==> src/hw/rtl/ocvsoc_pkg.sv <==
`timescale 1ns / 1ps
// ----------------------------------------------------------------------------
// ocvsoc_pkg
// Types, breakpoint table and per-segment constants of the voltage to
// charge interpolator.
// ----------------------------------------------------------------------------
package ocvsoc_pkg;

    localparam int MV_W     = 16;
    localparam int SOC_W    = 10;
    localparam int ROM_LEN  = 10;
    localparam int SEG_W    = 4;
    // widths below follow from the table: span at most 300, rise at most 150
    localparam int D_W      = 9;
    localparam int SPAN_W   = 9;
    localparam int RISE_W   = 8;
    localparam int RECIP_W  = 11;
    localparam int RECIP_SH = 16;
    localparam int P_W      = D_W + RISE_W;
    localparam int T_W      = P_W + RECIP_W;
    localparam int Q_W      = 9;

    localparam logic [SOC_W-1:0] SOC_FULL = SOC_W'(1000);

    typedef logic [MV_W-1:0]   t_mv;
    typedef logic [SOC_W-1:0]  t_soc;
    typedef logic [SEG_W-1:0]  t_seg;

    typedef enum logic [1:0] {
        CLS_LOW  = 2'd0,
        CLS_SEG  = 2'd1,
        CLS_FULL = 2'd2
    } t_cls;

    // one classified word between front and back
    typedef struct packed {
        t_cls             cls;
        t_seg             seg;
        logic [D_W-1:0]   d;
    } t_seg_req;

    localparam int REQ_W = $bits(t_seg_req);

    localparam t_mv BP_MV [ROM_LEN] = '{
        16'd3000, 16'd3300, 16'd3500, 16'd3650, 16'd3750,
        16'd3850, 16'd3950, 16'd4050, 16'd4150, 16'd4200
    };

    localparam t_soc BP_SOC [ROM_LEN] = '{
        10'd0,   10'd50,  10'd120, 10'd250, 10'd400,
        10'd550, 10'd700, 10'd850, 10'd950, 10'd1000
    };

    // indexed by the upper breakpoint of a segment, entry 0 unused
    localparam logic [SPAN_W-1:0] SEG_SPAN [ROM_LEN] = '{
        9'd0,   9'd300, 9'd200, 9'd150, 9'd100,
        9'd100, 9'd100, 9'd100, 9'd100, 9'd50
    };

    localparam logic [RISE_W-1:0] SEG_RISE [ROM_LEN] = '{
        8'd0,   8'd50,  8'd70,  8'd130, 8'd150,
        8'd150, 8'd150, 8'd150, 8'd100, 8'd50
    };

    // floor(2^16 / span), the quotient estimate is low by at most one
    localparam logic [RECIP_W-1:0] SEG_RECIP [ROM_LEN] = '{
        11'd0,   11'd218, 11'd327, 11'd436, 11'd655,
        11'd655, 11'd655, 11'd655, 11'd655, 11'd1310
    };

endpackage

==> src/hw/rtl/ocv_to_soc_interpolator.sv <==
`timescale 1ns / 1ps
// ----------------------------------------------------------------------------
// ocv_to_soc_interpolator
// Cell open-circuit voltage (mV) to state of charge (0.1 %), piecewise
// linear over a fixed ten-point breakpoint table.
//
// Input channel: push / full with i_cell_voltage_mv; a word is taken on a
// clock edge with push high and full low. Result channel: empty / pop with
// o_soc_tenths; the oldest result is shown while empty is low and leaves on
// an edge with pop high. One result per input word, in order.
// Throughput: one word per cycle while the result queue is not full. A word
// passes the front queue, product stage, quotient stage and result queue
// before it can be popped. The segment search settles before the front
// queue write; the offset-rise product and the reciprocal multiply each
// end in a register; the correction and final add feed the result queue.
// When the receiver stops popping, the result queue fills, the pipeline
// holds, the front queue fills and full rises; nothing is dropped.
// Reset (synchronous, i_rst_n low) empties both queues and the pipeline.
// ----------------------------------------------------------------------------
module ocv_to_soc_interpolator #(
    parameter int NUM_POINTS = 10
) (
    input  logic            i_clk,
    input  logic            i_rst_n,
    input  logic            push,
    output logic            full,
    input  ocvsoc_pkg::t_mv i_cell_voltage_mv,
    output logic            empty,
    input  logic            pop,
    output ocvsoc_pkg::t_soc o_soc_tenths
);

    import ocvsoc_pkg::*;

    t_seg_req req;
    logic     req_empty;
    logic     req_pop;
    t_soc     res;
    logic     res_valid;
    logic     res_full;

    ocvsoc_front #(
        .NUM_POINTS (NUM_POINTS)
    ) u_front (
        .i_clk   (i_clk),
        .i_rst_n (i_rst_n),
        .i_push  (push),
        .i_mv    (i_cell_voltage_mv),
        .o_full  (full),
        .i_pop   (req_pop),
        .o_req   (req),
        .o_empty (req_empty)
    );

    ocvsoc_back u_back (
        .i_clk       (i_clk),
        .i_rst_n     (i_rst_n),
        .i_req       (req),
        .i_req_valid (!req_empty),
        .o_req_pop   (req_pop),
        .o_res       (res),
        .o_res_valid (res_valid),
        .i_res_full  (res_full)
    );

    ocvsoc_fifo #(
        .W     (SOC_W),
        .DEPTH (2)
    ) u_res_queue (
        .i_clk   (i_clk),
        .i_rst_n (i_rst_n),
        .i_push  (res_valid),
        .i_data  (res),
        .o_full  (res_full),
        .i_pop   (pop),
        .o_data  (o_soc_tenths),
        .o_empty (empty)
    );

endmodule

==> src/hw/rtl/ocvsoc_fifo.sv <==
`timescale 1ns / 1ps
// ----------------------------------------------------------------------------
// ocvsoc_fifo
// Small register queue with push/full and pop/empty on its two sides.
// ----------------------------------------------------------------------------
module ocvsoc_fifo #(
    parameter int W     = 8,
    parameter int DEPTH = 4
) (
    input  logic         i_clk,
    input  logic         i_rst_n,
    input  logic         i_push,
    input  logic [W-1:0] i_data,
    output logic         o_full,
    input  logic         i_pop,
    output logic [W-1:0] o_data,
    output logic         o_empty
);

    localparam int AW = (DEPTH > 1) ? $clog2(DEPTH) : 1;
    localparam int CW = $clog2(DEPTH + 1);

    logic [W-1:0]  r_mem [DEPTH];
    logic [AW-1:0] r_wr;
    logic [AW-1:0] r_rd;
    logic [CW-1:0] r_cnt;
    logic          do_push;
    logic          do_pop;

    assign o_full  = (r_cnt == CW'(DEPTH));
    assign o_empty = (r_cnt == '0);
    assign do_push = i_push && !o_full;
    assign do_pop  = i_pop && !o_empty;
    assign o_data  = r_mem[r_rd];

    always_ff @(posedge i_clk) begin
        if (do_push) begin
            r_mem[r_wr] <= i_data;
        end
    end

    always_ff @(posedge i_clk) begin
        if (!i_rst_n) begin
            r_wr  <= '0;
            r_rd  <= '0;
            r_cnt <= '0;
        end else begin
            if (do_push) begin
                r_wr <= (r_wr == AW'(DEPTH - 1)) ? '0 : r_wr + 1'b1;
            end
            if (do_pop) begin
                r_rd <= (r_rd == AW'(DEPTH - 1)) ? '0 : r_rd + 1'b1;
            end
            if (do_push && !do_pop) begin
                r_cnt <= r_cnt + 1'b1;
            end else if (do_pop && !do_push) begin
                r_cnt <= r_cnt - 1'b1;
            end
        end
    end

endmodule

==> src/hw/rtl/ocvsoc_front.sv <==
`timescale 1ns / 1ps
// ----------------------------------------------------------------------------
// ocvsoc_front
// Compares the voltage against all breakpoints, picks the segment and the
// offset into it, and queues the classified word for the back end.
// ----------------------------------------------------------------------------
module ocvsoc_front
    import ocvsoc_pkg::t_mv;
    import ocvsoc_pkg::t_seg_req;
#(
    parameter int NUM_POINTS = 10
) (
    input  logic     i_clk,
    input  logic     i_rst_n,
    input  logic     i_push,
    input  t_mv      i_mv,
    output logic     o_full,
    input  logic     i_pop,
    output t_seg_req o_req,
    output logic     o_empty
);

    import ocvsoc_pkg::*;

    localparam int NP_EFF = (NUM_POINTS > ROM_LEN) ? ROM_LEN : NUM_POINTS;

    t_seg_req             req;
    logic                 found;
    t_seg                 seg;
    logic [REQ_W-1:0]     q_out;

    always_comb begin
        found = 1'b0;
        seg   = '0;
        // walk downward so the lowest matching breakpoint wins
        for (int k = ROM_LEN - 1; k >= 1; k--) begin
            if ((k < NP_EFF) && (i_mv <= BP_MV[k])) begin
                found = 1'b1;
                seg   = SEG_W'(k);
            end
        end
        req.seg = seg;
        req.d   = D_W'(i_mv - BP_MV[seg - SEG_W'(1)]);
        if (i_mv <= BP_MV[0]) begin
            req.cls = CLS_LOW;
        end else if (found) begin
            req.cls = CLS_SEG;
        end else begin
            req.cls = CLS_FULL;
        end
    end

    ocvsoc_fifo #(
        .W     (REQ_W),
        .DEPTH (4)
    ) u_queue (
        .i_clk   (i_clk),
        .i_rst_n (i_rst_n),
        .i_push  (i_push),
        .i_data  (req),
        .o_full  (o_full),
        .i_pop   (i_pop),
        .o_data  (q_out),
        .o_empty (o_empty)
    );

    assign o_req = t_seg_req'(q_out);

endmodule

==> src/hw/rtl/ocvsoc_back.sv <==
`timescale 1ns / 1ps
// ----------------------------------------------------------------------------
// ocvsoc_back
// Interpolation pipeline: offset times rise, reciprocal multiply for the
// divide by span, one correction step, then the lower charge is added.
// ----------------------------------------------------------------------------
module ocvsoc_back
    import ocvsoc_pkg::t_seg_req;
    import ocvsoc_pkg::t_soc;
(
    input  logic     i_clk,
    input  logic     i_rst_n,
    input  t_seg_req i_req,
    input  logic     i_req_valid,
    output logic     o_req_pop,
    output t_soc     o_res,
    output logic     o_res_valid,
    input  logic     i_res_full
);

    import ocvsoc_pkg::*;

    // stage 1: product of offset and rise
    logic             r_v1;
    t_cls             r_cls1;
    t_seg             r_seg1;
    logic [P_W-1:0]   r_p1;
    // stage 2: quotient estimate
    logic             r_v2;
    t_cls             r_cls2;
    t_seg             r_seg2;
    logic [P_W-1:0]   r_p2;
    logic [Q_W-1:0]   r_q2;

    logic             en;
    logic [T_W-1:0]   t_prod;
    logic [P_W-1:0]   rem;
    logic [Q_W-1:0]   q_fix;
    logic [SPAN_W-1:0] span2;
    t_soc             lo_soc;

    assign en          = !r_v2 || !i_res_full;
    assign o_req_pop   = en && i_req_valid;
    assign o_res_valid = r_v2;
    assign t_prod      = T_W'(r_p1) * T_W'(SEG_RECIP[r_seg1]);

    always_ff @(posedge i_clk) begin
        if (!i_rst_n) begin
            r_v1 <= 1'b0;
            r_v2 <= 1'b0;
        end else if (en) begin
            r_v1 <= i_req_valid;
            r_v2 <= r_v1;
        end
    end

    always_ff @(posedge i_clk) begin
        if (en) begin
            r_cls1 <= i_req.cls;
            r_seg1 <= i_req.seg;
            r_p1   <= P_W'(i_req.d) * P_W'(SEG_RISE[i_req.seg]);
            r_cls2 <= r_cls1;
            r_seg2 <= r_seg1;
            r_p2   <= r_p1;
            r_q2   <= Q_W'(t_prod >> RECIP_SH);
        end
    end

    always_comb begin
        span2  = SEG_SPAN[r_seg2];
        lo_soc = BP_SOC[r_seg2 - SEG_W'(1)];
        rem    = r_p2 - P_W'(P_W'(r_q2) * P_W'(span2));
        q_fix  = (rem >= P_W'(span2)) ? r_q2 + 1'b1 : r_q2;
        unique case (r_cls2)
            CLS_LOW:  o_res = BP_SOC[0];
            CLS_SEG: begin
                if (span2 == '0) begin
                    o_res = lo_soc;
                end else begin
                    o_res = lo_soc + SOC_W'(q_fix);
                end
            end
            CLS_FULL: o_res = SOC_FULL;
            default:  o_res = SOC_FULL;
        endcase
    end

endmodule

==> config.mk <==
export PLATFORM = sky130hd
export DESIGN_NAME = ocv_to_soc_interpolator
export DESIGN_NICKNAME = d
export VERILOG_FILES = /design/src/hw/rtl/ocvsoc_pkg.sv /design/src/hw/rtl/ocv_to_soc_interpolator.sv /design/src/hw/rtl/ocvsoc_fifo.sv /design/src/hw/rtl/ocvsoc_front.sv /design/src/hw/rtl/ocvsoc_back.sv
export SDC_FILE = /design/constraint.sdc
export NUM_CORES = 1
export LEC_CHECK = 0
export BUFFER_PORTS_ARGS = -buffer_cell sky130_fd_sc_hd__buf_2
export CAP_MARGIN = 20
export CORE_MARGIN = 2
export CORE_UTILIZATION = 64
export DETAILED_ROUTE_END_ITERATION = 8
export PLACE_DENSITY_LB_ADDON = 0.15
export SLEW_MARGIN = 20
export SYNTH_ARGS = -nofsm -noshare
export SYNTH_HDL_FRONTEND = slang
export SYNTH_SLANG_ARGS = --single-unit
==> constraint.sdc <==
create_clock -name i_clk -period 11.49 [get_ports i_clk]
set_clock_uncertainty 0.15 [all_clocks]
set_input_delay 1.7235 -clock i_clk [delete_from_list [all_inputs] [get_ports i_clk]]
set_output_delay 1.7235 -clock i_clk [all_outputs]
set_load 0.01 [all_outputs]
==> results of run 1 <==
synth_stat cells (3+ instances only):
master       n
buf_2        3
buf_1        4
ha_1       181
nand3_1     13
a21o_1      14
nor3_1      15
dfxtp_1     16
mux2_2      10
inv_1      283
and2_1     115
nor3b_1      7
nor2_1      59
xnor2_1     49
nand4_1      3
a21oi_1     45
nor2b_1     29
a21boi_0     6
o2111ai_1    3
o21ai_1      9
xor2_1      23
o211ai_1     8
nand2_1    185
clkbuf_1    59
edfxtp_1   133
o21a_1      15
mux4_2      15
fa_1       204
mux2i_1      7
a31oi_1      8
or2_2        5
nor4_1       8
or3_1        8
and4_1       3
a211o_1      3
o21bai_1     6
and3_1      32
o21ai_0     38
nand2b_1    14
worst max-delay path by stage:
| stage | from | end | slack, ns | depth (start not counted) |
|---|---|---|---|---|
| after CTS | u_back.r_seg2[3] | u_res_queue.r_mem[1][9] | 1.99 | 33 |
| after global placement | u_back.r_seg2[3] | u_res_queue.r_mem[0][9] | 2.30 | 33 |
| after global routing | u_back.r_seg2[3] | u_res_queue.r_mem[1][9] | 1.25 | 33 |
| after detailed placement | u_back.r_seg2[3] | u_res_queue.r_mem[1][9] | 2.01 | 33 |
| after floorplan | u_back.r_seg2[0] | u_res_queue.r_mem[0][9] | 2.85 | 35 |
| final | u_back.r_seg2[3] | u_res_queue.r_mem[1][9] | 1.86 | 33 |
sequential cells by signal, summed over array words and instances, names as in the netlist, 3 cells and up, named ones only:
signal,cells
u_back.r_seg2,4
u_back.r_seg1,4
u_front.u_queue.r_mem,60
u_res_queue.r_mem,20
u_back.r_q2,9
u_back.r_p2,16
u_back.r_p1,16
u_front.u_queue.r_cnt,3
cells in the final DEF (no fill, tap or decap), drive strengths merged, types with 16 or more instances in the layout:
cell type / netlist / routed
a21oi: 47 / 47
and2: 115 / 115
and3: 32 / 32
buf: 7 / 43
clkbuf: 59 / 17
dfxtp: 16 / 16
edfxtp: 133 / 133
fa: 204 / 204
ha: 181 / 181
inv: 283 / 289
nand2: 185 / 185
nor2: 59 / 59
nor2b: 29 / 29
o21ai: 47 / 47
xnor2: 49 / 49
xor2: 23 / 23
cell families after synthesis:
family,synth area share (%)
AND/OR/NAND/NOR,15.5
adder cells (fa/ha/maj),37.4
buffers and inverters,7.75
AO/OA/AOI/OAI,7.03
flip-flops,25.4
XOR/XNOR,3.72
multiplexers,3.14
area by class of cell:
cell class / count / area, sq um
multi-input cells: 1186 / 11300
fillers: 1989 / 8050
flip-flops and latches: 149 / 4310
inverters: 283 / 1060
clock buffers: 17 / 425
well taps: 335 / 419
repair buffers: 43 / 245
clock inverters: 15 / 203
layer usage:
layer,track usage (%),vias up
met3,3.64,80
li1,-,5491
met2,49.2,337
met4,10.2,0
met1,35.0,5817
met5,0,-
through the flow:
| stage | cells | instance area (sq um) | utilization (%) |
|---|---|---|---|
| global route | 2028 | 18000 | 69.1 |
| finish | 2028 | 18000 | 69.1 |
| CTS | 2028 | 18000 | 69.1 |
| floorplan | 1684 | 17000 | - |
| detailed placement | 1996 | 17400 | 66.7 |
| global placement | 1996 | 17400 | 66.7 |
critical path, delay by kind of cell (launching register included):
family / cells / cell delay, ns
buffers and inverters: 4 / 0.20
xor gates and xnor gates: 1 / 0.15
DFF: 1 / 0.66
adders and majority gates: 8 / 3.54
AOI/OAI and AO/OA: 11 / 2.15
and+or+nand+nor: 8 / 2.15
muxes: 1 / 0.37
==> impl_metrics.env, run 1 <==
export IMPL_outcome="completed"
export IMPL_cp_start_kind="flip-flop"
export IMPL_cts_buffers_inserted=17
export IMPL_tightest_slew_ns=0.864
export IMPL_synthCells=1684
export IMPL_first_pass_iters=5
export IMPL_arrival_ns=9.66
export IMPL_ant_nets=0
export IMPL_die_h_microns=167
export IMPL_nNetsFinal=2085
export IMPL_antenna_found_initial=0
export IMPL_r2r_end="u_res_queue.r_mem[1][9]"
export IMPL_fmax_ghz=0.104
export IMPL_ff2ff_path_depth=33
export IMPL_hold_viol=0
export IMPL_dp_hpwl_mm=27.4
export IMPL_drv_cap=0
export IMPL_routed_via_count=11700
export IMPL_holdBufCountCts=0
export IMPL_end_kind="flip-flop"
export IMPL_ctsResizeCount=0
export IMPL_setup_violations=0
export IMPL_grt_overflow=0
export IMPL_hold_start="u_back.r_cls1[0]"
export IMPL_crit_fanout=19
export IMPL_synth_flop_cell="edfxtp_1"
export IMPL_min_to="u_back.r_cls2[0]"
export IMPL_synth_top_area_share_pct=24.1
export IMPL_cts_setup_buffers=0
export IMPL_drtIter0Drc=807
export IMPL_slew_limit_headroom_pct=42.3
export IMPL_wl_met2_mm=18.4
export IMPL_syn_cell_area_sq_um=17000
export IMPL_die_x_microns=167
export IMPL_r2r_start="u_back.r_seg2[3]"
export IMPL_portBuffers=31
export IMPL_insertion_delay_ns=0.44
export IMPL_start_util_pct=65.1
export IMPL_cts_buffer_depth=2
export IMPL_ios=32
export IMPL_ys_ff_latch=149
export IMPL_maxSlewViolCount=0
export IMPL_synth_edf_count=133
export IMPL_core_area_sq_um=26100
export IMPL_grt_max_degree=54
export IMPL_finalWeightedCongestion=0.886
export IMPL_synth_seq_area_share_pct=25.4
export IMPL_drt_total_wl_mm=36.1
export IMPL_clockRootBuffer="clkbuf_16"
export IMPL_grt_pass1_vias=12600
export IMPL_cts_num_sinks=149
export IMPL_ff2ff_setup_slack_ns=1.86
export IMPL_required_ns=11.52
export IMPL_syn_num_nets=2089
export IMPL_cpPeakStageDelay_ns=0.68
export IMPL_antennaDiodeCount=0
export IMPL_hp_class="reg2reg"
export IMPL_wl_met1_mm=14.9
export IMPL_ctsHtreeMaxLevel=4
export IMPL_path_clk_slew_ns=0.07
export IMPL_route_met3_wl_mm=1.66
export IMPL_ys_types=70
export IMPL_post_route_period_util_pct=83.8
export IMPL_wl_per_cell_microns=17.8
export IMPL_synthArstFlopShare_pct=0
export IMPL_whs_ns=0.278
export IMPL_tns_ns=0
export IMPL_yosys_warnings=0
export IMPL_crit_type="reg2reg"
export IMPL_pre_cts_ws_ns=2.01
export IMPL_drive_gt1_share_pct=6.97
export IMPL_vias_per_cell=5.78
export IMPL_grt_pass1_wl_mm=61.7
export IMPL_worstHoldPathCells=0
export IMPL_die_area_sq_um=27800
export IMPL_synth_largest_area_cell="fa_1"
export IMPL_crit_top_cell="fa_1"
export IMPL_cts_tree="built"
export IMPL_grt_use_total_pct=27.8
export IMPL_drc_errors=0
export IMPL_setup_slack_ns=1.86
export IMPL_synth_area_per_cell_sq_um=10.1
export IMPL_crit_slowest_cell="nor2_1"
export IMPL_top_layer="met4"
export IMPL_period_minus_slack_ns=9.63
export IMPL_area_growth_pct=6.18
export IMPL_rsz0062_at_grt="no"
export IMPL_rows=59
export IMPL_synth_area_leaders="fa_1, edfxtp_1, ha_1"
Power of run 1 is left out: the tool's default activity adds up to more than one toggle a clock period on the data nets, which glitch-free logic cannot reach.
==> run 2: changes to the inputs <==
Clock period 11.49 ns to 9.4 ns, I/O delays scaled along.
==> run 2 against run 1 <==
Critical path depth down 1. Non-clock buffer count up 11. Cell count up 0.54%. Routed wire length up 0.35%. Highest routed layer unchanged.
==> impl_metrics.env, run 2 (synthesized netlist as in run 1, its figures left out) <==
export IMPL_outcome="completed"
export IMPL_crit_top_cell="fa_1"
export IMPL_top_register="u_front.u_queue.r_mem"
export IMPL_fmax_ghz=0.113
export IMPL_rows=59
export IMPL_end_kind="flip-flop"
export IMPL_cts_tree="built"
export IMPL_start_util_pct=65.1
export IMPL_ctsHtreeMaxLevel=4
export IMPL_die_area_sq_um=27800
export IMPL_crit_fanout=9
export IMPL_final_cell_mix="inv_1, fa_1, nand2_1"
export IMPL_nNetsFinal=2096
export IMPL_grt_pass1_wl_mm=61.1
export IMPL_cts_num_sinks=149
export IMPL_hold_viol=0
export IMPL_grt_max_degree=54
export IMPL_antenna_found_initial=0
export IMPL_layout_commonest_cell="inv_1"
export IMPL_crit_type="reg2reg"
export IMPL_die_h_microns=167
export IMPL_maxSlewViolCount=0
export IMPL_largest_reg_flops=60
export IMPL_drv_cap=0
export IMPL_period_minus_slack_ns=8.89
export IMPL_setup_slack_ns=0.514
export IMPL_ios=32
export IMPL_cts_buffers_inserted=17
export IMPL_min_to="u_back.r_cls2[1]"
export IMPL_dp_hpwl_mm=27.5
export IMPL_ff2ff_path_depth=32
export IMPL_grt_use_total_pct=27.5
export IMPL_clockRootBuffer="clkbuf_16"
export IMPL_cpPeakStageDelay_ns=0.54
export IMPL_hold_start="u_back.r_cls1[1]"
export IMPL_dp_cells=1999
export IMPL_finalWeightedCongestion=0.898
export IMPL_final_cells=2039
export IMPL_slew_limit_headroom_pct=24.1
export IMPL_vias_per_cell=5.78
export IMPL_insertion_delay_ns=0.43
export IMPL_drt_total_wl_mm=36.2
export IMPL_antennaDiodeCount=0
export IMPL_grt_overflow=0
export IMPL_portBuffers=31
export IMPL_worstHoldPathCells=0
export IMPL_required_ns=9.43
export IMPL_drtIter0Drc=775
export IMPL_cts_buffer_depth=2
export IMPL_routed_via_count=11800
export IMPL_whs_ns=0.277
export IMPL_pre_cts_ws_ns=0.423
export IMPL_grt_pass1_vias=12300
export IMPL_ff2ff_setup_slack_ns=0.51
export IMPL_arrival_ns=8.91
export IMPL_drive_gt1_share_pct=7.63
export IMPL_r2r_end="u_res_queue.r_mem[1][9]"
export IMPL_core_area_sq_um=26100
export IMPL_area_growth_pct=6.66
export IMPL_r2r_start="u_back.r_seg2[2]"
export IMPL_first_pass_iters=5
export IMPL_fin_util_pct=69.4
export IMPL_cp_start_kind="flip-flop"
export IMPL_largestRegisters="u_front.u_queue.r_mem x60, u_res_queue.r_mem x20"
export IMPL_die_x_microns=167
export IMPL_path_clk_slew_ns=0.07
export IMPL_setup_violations=0
export IMPL_wl_per_cell_microns=17.8
export IMPL_hp_class="reg2reg"
export IMPL_drc_errors=0
export IMPL_tightest_slew_ns=1.13
export IMPL_post_route_period_util_pct=94.5
export IMPL_crit_slowest_cell="edfxtp_1"
export IMPL_ant_nets=0
[run 2: cell count changes in the layout (fill, tap and decap cells not counted), sizes merged]
| cell | change |
|---|---|
| buf | +10 |
| clkinvlp | -2 |
| clkinv | +1 |
| dlymetal6s2s | +1 |
| inv | +1 |
[run 2: final cells by class]
type                            instances  area, sq um
Multi-Input combinational cell       1186        11300
Inverter                              283         1060
Sequential cell                       149         4310
Tap cell                              335          419
Clock buffer                           17          425
Clock inverter                         15          188
Timing Repair Buffer                   54          333
Fill cell                            1939         7970
[run 2: how the worst max path moves through the flow]
stage	cells past startpoint	start	slack, ns	endpoint
2_1_floorplan	35	u_back.r_seg2[0]	0.76	u_res_queue.r_mem[0][9]
3_3_place_gp	36	u_back.r_seg2[1]	0.61	u_res_queue.r_mem[0][9]
3_5_place_dp	36	u_back.r_seg2[1]	0.42	u_res_queue.r_mem[1][9]
4_1_cts	36	u_back.r_seg2[1]	0.38	u_res_queue.r_mem[1][9]
5_1_grt	37	u_back.r_seg2[2]	-0.03	u_res_queue.r_mem[1][9]
6_report	32	u_back.r_seg2[2]	0.51	u_res_queue.r_mem[1][9]
[run 2: worst max-delay path: cells and delay by family (launching register included)]
family / cells / cell delay (ns)
XOR/XNOR: 1 / 0.15
adder cells (fa/ha/maj): 8 / 3.54
buffers and inverters: 4 / 0.19
flip-flops: 1 / 0.54
AO/OA/AOI/OAI: 11 / 2.11
AND/OR/NAND/NOR: 7 / 1.59
multiplexers: 1 / 0.35
[run 2: what timing repair did]
action | in CTS | in global routing
setup buffers | 0 | 8
hold buffers | 0 | 0
gates resized for setup | 0 | 2
endpoints found under the setup margin | 0 | 4
[run 2: per-stage QoR]
stage / instance area, sq um / TNS, ns
after detailed placement: 17400 / 0
after floorplan: 17000 / 0
after global placement: 17400 / 0
after CTS: 18000 / 0
after global routing: 18100 / -0.0464
final: 18100 / 0
[run 2: metal layers]
metal  track usage, %  wire length [microns]  vias to the layer above  share of wire, %
met3             4.18                   1870                       82               5.1
met2             48.1                  18500                      373                51
li1                 -                      -                     5507                 -
met1             34.0                  14600                     5826                40
met5                0                      0                        -                 0
met4             12.0                   1320                        0               3.7
Power of run 2 is left out for the same reason.
